## src/design/dvbe_pkg.sv

```systemverilog
`default_nettype none

package dvbe_pkg;

  // Default number of 7-bit groups in one code.
  localparam int unsigned NumGroupsDefault = 4;

  localparam int unsigned IdWidth    = 28;
  localparam int unsigned GroupWidth = 7;
  localparam int unsigned ByteWidth  = 8;

  // Continuation flag, set on every byte of a code but the last.
  localparam logic [ByteWidth-1:0] ContFlag = 8'h80;

  typedef struct packed {
    logic [IdWidth-1:0] term_id;
    logic               list_start;
  } in_item_t;

  typedef struct packed {
    logic [ByteWidth-1:0] code_byte;
    logic                 last_byte;
  } out_item_t;

endpackage

`default_nettype wire

```

## src/design/dedup_delta_varbyte_encoder.sv

```systemverilog
`default_nettype none

// Delta variable-byte encoder with duplicate removal. Each input word carries a term id
// of a sorted list and a list_start flag. An id equal to the previously kept id (and not
// flagged as list start) is dropped and produces no output; otherwise the gap from the
// previously kept id (the id itself at list start, wrapping modulo 2^28 on unsorted input)
// is sent as one to NUM_GROUPS output words, one code byte each: 7-bit groups, most
// significant first, leading zero groups skipped, bit 7 set on all bytes but the last,
// which is also flagged by last_byte. Gaps are truncated to 7*NUM_GROUPS bits. An input
// word is accepted in any cycle in which the one-entry input stage is free or is about to
// hand its item on, so the block takes a new id while the bytes of the previous one are
// still leaving. The output port moves one byte per cycle while out_ready_i is high; a
// kept id sends 1 to NUM_GROUPS bytes (at most 4 with the default setting), and a dropped
// id takes an input word but sends no byte. The first byte of an item is registered in
// the input stage and then in the output stage before it is on the output.

module dedup_delta_varbyte_encoder #(
  parameter int unsigned NUM_GROUPS = dvbe_pkg::NumGroupsDefault
) (
  input  wire                      clk_i,
  input  wire                      rst_ni,
  input  wire                      in_valid_i,
  output logic                     in_ready_o,
  input  wire dvbe_pkg::in_item_t  in_item_i,
  output logic                     out_valid_o,
  input  wire                      out_ready_i,
  output dvbe_pkg::out_item_t      out_item_o
);

  localparam int unsigned GapWidth = dvbe_pkg::GroupWidth * NUM_GROUPS;
  localparam int unsigned IdxWidth = (NUM_GROUPS > 1) ? $clog2(NUM_GROUPS) : 1;

  typedef logic [NUM_GROUPS-1:0][dvbe_pkg::GroupWidth-1:0] groups_t;

  // Last kept id.
  logic [dvbe_pkg::IdWidth-1:0] prev_id_q, prev_id_d;

  // Input stage: the gap of an accepted, kept id and the index of its top group.
  logic                in_valid_q, in_valid_d;
  groups_t             in_gap_q, in_gap_d;
  logic [IdxWidth-1:0] in_top_q, in_top_d;

  // Output stage: the gap being sent and the index of the group now on the port.
  logic                out_valid_q, out_valid_d;
  groups_t             out_gap_q, out_gap_d;
  logic [IdxWidth-1:0] out_idx_q, out_idx_d;

  logic                                 in_fire;
  logic                                 keep;
  logic [dvbe_pkg::IdWidth-1:0]         gap_id;
  logic [dvbe_pkg::IdWidth+GapWidth-1:0] gap_ext;
  groups_t                              gap_new;
  logic [IdxWidth-1:0]                  top_new;
  logic                                 out_last;
  logic                                 out_fire;
  logic                                 out_free;
  logic                                 out_load;

  // The output stage frees up when its final byte leaves; the input stage moves on then.
  assign out_last   = (out_idx_q == '0);
  assign out_fire   = out_valid_q && out_ready_i;
  assign out_free   = !out_valid_q || (out_ready_i && out_last);
  assign out_load   = in_valid_q && out_free;
  assign in_ready_o = !in_valid_q || out_load;
  assign in_fire    = in_valid_i && in_ready_o;

  // A list start is always kept; otherwise a repeat of the last kept id is dropped.
  assign keep = in_item_i.list_start || (in_item_i.term_id != prev_id_q);

  // The gap wraps at the id width, then is zero-extended or truncated to the code width.
  assign gap_id  = in_item_i.list_start ? in_item_i.term_id
                                        : (in_item_i.term_id - prev_id_q);
  assign gap_ext = {{GapWidth{1'b0}}, gap_id};
  assign gap_new = groups_t'(gap_ext[GapWidth-1:0]);

  // Highest nonzero group; a zero gap still sends its lowest group.
  always_comb begin
    top_new = '0;
    for (int g = 1; g < int'(NUM_GROUPS); g++) begin
      if (gap_new[g] != '0) begin
        top_new = IdxWidth'(g);
      end
    end
  end

  always_comb begin
    prev_id_d = prev_id_q;
    if (in_fire && keep) begin
      prev_id_d = in_item_i.term_id;
    end
  end

  always_comb begin
    in_valid_d = in_valid_q;
    in_gap_d   = in_gap_q;
    in_top_d   = in_top_q;
    if (out_load) begin
      in_valid_d = 1'b0;
    end
    if (in_fire && keep) begin
      in_valid_d = 1'b1;
      in_gap_d   = gap_new;
      in_top_d   = top_new;
    end
  end

  always_comb begin
    out_valid_d = out_valid_q;
    out_gap_d   = out_gap_q;
    out_idx_d   = out_idx_q;
    if (out_load) begin
      out_valid_d = 1'b1;
      out_gap_d   = in_gap_q;
      out_idx_d   = in_top_q;
    end else if (out_fire) begin
      if (out_last) begin
        out_valid_d = 1'b0;
      end else begin
        out_idx_d = out_idx_q - 1'b1;
      end
    end
  end

  always_ff @(posedge clk_i or negedge rst_ni) begin
    if (!rst_ni) begin
      prev_id_q   <= '0;
      in_valid_q  <= 1'b0;
      out_valid_q <= 1'b0;
      out_idx_q   <= '0;
    end else begin
      prev_id_q   <= prev_id_d;
      in_valid_q  <= in_valid_d;
      out_valid_q <= out_valid_d;
      out_idx_q   <= out_idx_d;
    end
  end

  always_ff @(posedge clk_i) begin
    in_gap_q  <= in_gap_d;
    in_top_q  <= in_top_d;
    out_gap_q <= out_gap_d;
  end

  assign out_valid_o          = out_valid_q;
  assign out_item_o.code_byte = {1'b0, out_gap_q[out_idx_q]}
                                | (out_last ? '0 : dvbe_pkg::ContFlag);
  assign out_item_o.last_byte = out_last;

endmodule

`default_nettype wire

```

## config.mk

```make
export PLATFORM = sky130hd
export DESIGN_NAME = dedup_delta_varbyte_encoder
export DESIGN_NICKNAME = d
export VERILOG_FILES = /design/src/design/dvbe_pkg.sv /design/src/design/dedup_delta_varbyte_encoder.sv
export SDC_FILE = /design/constraint.sdc
export NUM_CORES = 1
export LEC_CHECK = 0
export ABC_AREA = 1
export BUFFER_PORTS_ARGS = -buffer_cell sky130_fd_sc_hd__buf_2
export CAP_MARGIN = 20
export CORE_UTILIZATION = 59
export CTS_BUF_LIST = sky130_fd_sc_hd__clkbuf_8
export CTS_CLUSTER_DIAMETER = 200
export CTS_CLUSTER_SIZE = 8
export DETAILED_ROUTE_END_ITERATION = 10
export PLACE_DENSITY = 0.78
export SYNTH_ARGS = -nofsm -noshare
export SYNTH_HDL_FRONTEND = slang
export SYNTH_SLANG_ARGS = --single-unit
```

## constraint.sdc

```tcl
create_clock -name clk_i -period 3.31 [get_ports clk_i]
set_input_delay 0.662 -clock clk_i [delete_from_list [all_inputs] [get_ports clk_i]]
set_output_delay 0.662 -clock clk_i [all_outputs]
set_load 0.05 [all_outputs]
```

==> impl_metrics.toml <==
[route]
wire_per_inst_um = 14.58
dr.pass1.iters = 5
drtIter0Drc = 357
vias = 5253
avgViaCountPerCell = 5.211
drc_errors = 0
antenna_left = 0
wl_mm = 14.70

[yosys]
synth_top_area_cell = "edfxtp_1"
yosysSeqAreaShare_pct = 41.72
synthFlopType = "edfxtp_1"
ys_ff_latch = 90
synth_warnings = 0
synth_top_area_share_pct = 28.58
synth_area_leaders = "edfxtp_1 29%, nand2_1 16%, dfrtp_1 13%, inv_1 10%, ha_1 5.7%"
synth_async_sr_flop_share_pct = 35.56
synthesis.nets = 886
syn_area_um2 = 6093
synth_edf_count = 58
postSynthAreaPerCell_um2 = 7.395
ys_types = 33
synthCells = 824

[die]
dieArea_um2 = 10740
ios = 44
core-area_um2 = 9910
start_util_pct = 61.49
die_h_um = 103.6
rows = 36
fp.dieW_um = 103.6

[cells_and_area]
final_common_cell = "nand2_1"
final_net_count = 932
diodes = 0
mostFrequentLayoutCells = "262 x nand2_1, 164 x inv_1, 58 x edfxtp_1"
final_core_util_pct = 67.05
fin_cells = 1008
syn_to_final_growth_pct = 9.035
n_fill_cell = 908
drive_gt1_share_pct = 16.34

[cts]
post_cts_buffers = 0
clockBufferDepth = 2
hold_buffers = 0
cts-buffers-inserted = 9
cts_htree_levels = 3
cts_root_buf = "clkbuf_8"
cts.sinks = 90
clkTransAtPathRegs_ns = 0.11
cts_resized = 0
clock_latency_ns = 0.37
cts_tree = "done"

[setup_path]
critical_path_class = "flip-flop to output pin"
critical_path.cell_chain = "inv_1 > ha_1 > inv_1 > a21oi_1 > nor2_1 > inv_1 > buf_2"
end_kind = "output pin"
worstPathBufferInverterCount = 4
crit_fanout = 17
cp_top_family = "buffers and inverters"
arrival_ns = 2.35
crit_path_top_delay_cell = "dfrtp_1"
crit_path_max_incr_delay_ns = 0.54
startpoint_type = "flip-flop"
cp_common_cell = "inv_1"
critPathRequiredTime_ns = 2.65

[global_routing]
globalRouteOverflowTotal = 0
grt_pass1_vias = 5170
antenna_found_initial = 0
grt_pass1_wl_mm = 24.63
track_usage_pct = 29.38
grt_max_degree = 34

[power_and_ir_drop]
leakage_nw = 3.437
p_per_area_nw_per_um2 = 927.5
max-vdd-ir-drop_mv = 0.5912

[timing]
min_period_over_period_pct = 91.09
final_max_slew_viol_count = 0
fin_tns_setup_ns = 0
tightest_slew_ns = 0.8135
period_minus_slack_ns = 3.015
finalSetupViolations = 0
max_freq_mhz = 331.7
hold_viol_final = 0
fin_skew_ns = 0.02090
maxSlewHeadroom_pct = 45.77
rsz0062_at_grt = "no"

[worst_hold_path]
hold_path.class = "primary input to asynchronous set/reset pin"

[placed_design]
placed_cells = 992
port_buffers = 43
place.gp.congestion = 0.9670
hpwl_mm = 11.79

[outcome]
status = "finished, final reports clean"

[job]
drv_cap = 0
[kinds of logic after synthesis]
kind of cell             Yosys count  synth area share (%)
XOR/XNOR                           1                0.1438
AND/OR/NAND/NOR                  435                 32.96
adder cells (fa/ha/maj)           29                 6.078
AO/OA/AOI/OAI                     83                 7.146
buffers and inverters            186                 11.95
flip-flops                        90                 41.72
[state kept, by name, summed over array words and instances (netlist names)]
signal,count
in_valid_q,1
out_valid_o,1
out_idx_q,2
in_top_q,2
in_gap_q,28
out_gap_q,28
prev_id_q,28
[metrics by stage]
| step | worst slack [ns] | hold WS [ns] | instance area (µm²) | power, mW |
|---|---|---|---|---|
| 2_1_floorplan | 0.02855 | 0.3664 | 6093 | 4.563 |
| 4_1_cts | 0.2844 | 0.4040 | 6644 | 6.143 |
| 6_report | 0.2951 | 0.3769 | 6644 | 6.162 |
| 3_5_place_dp | 0.4042 | 0.4045 | 6461 | 5.423 |
| 3_3_place_gp | 0.4722 | 0.4004 | 6461 | 5.330 |
| 5_1_grt | 0.09231 | 0.4328 | 6644 | 6.684 |
[area by class of cell]
cell class	count	area, µm²	area share [%]
clock buffer	9	123.9	1.864
clock inverter	7	58.81	0.8851
inverter	173	649.4	9.774
multi-input combinational	548	2825	42.52
sequential	90	2542	38.27
tap	133	166.4	2.505
timing repair buffer	48	277.8	4.181
[synth_stat cells, types with 10 or more instances]
cell      count
o21ai_0      37
o22ai_1      10
ha_1         28
nand3_2      15
nand3_1      36
edfxtp_1     58
nand4_1      10
nand2_1     262
nor2_1       41
dfrtp_1      32
nand2_2      29
a21oi_1      17
nor2_2       19
o21ai_1      16
inv_1       163
[metal layers]
metal  track usage (%)  up-vias  share of wire, %
met1             37.89     2351                43
li1                  -     2673                 -
met4             12.53        0               3.5
met2             48.90      189                47
met5                 0        -                 0
met3             4.972       40               7.1
[where the power goes]
part	leakage, nW	switching (mW)	internal, mW
Combinational	2.41	2.52	1.10
Sequential	0.924	0.156	1.68
Clock	0.0983	0.426	0.288
Total	3.44	3.10	3.07
[path summary, 6_finish.rpt]
path / from / to / slack, ns / cells past startpoint
min in group clk_i: in_gap_q[7] / out_gap_q[7] / 0.42 / 0
setup reg to reg: out_idx_q[0] / in_gap_q[8] / 0.73 / 9
max in group asynchronous: rst_ni / out_idx_q[1] / 2.41 / 1
setup / recovery: out_idx_q[0] / in_ready_o / 0.30 / 7
hold reg to reg: in_gap_q[7] / out_gap_q[7] / 0.42 / 0
hold / removal: rst_ni / prev_id_q[0] / 0.38 / 1
[worst reg2reg max path: stages, from the launching register on]
cell and delay (ns):
dfrtp_1 0.54, inv_1 0.41, ha_1 0.24, inv_1 0.06
a21oi_1 0.22, nor2_1 0.06, inv_1 0.16, nand3_2 0.11
inv_2 0.25, buf_12 0.22
Note: power is estimated with default switching activity, not from simulation.
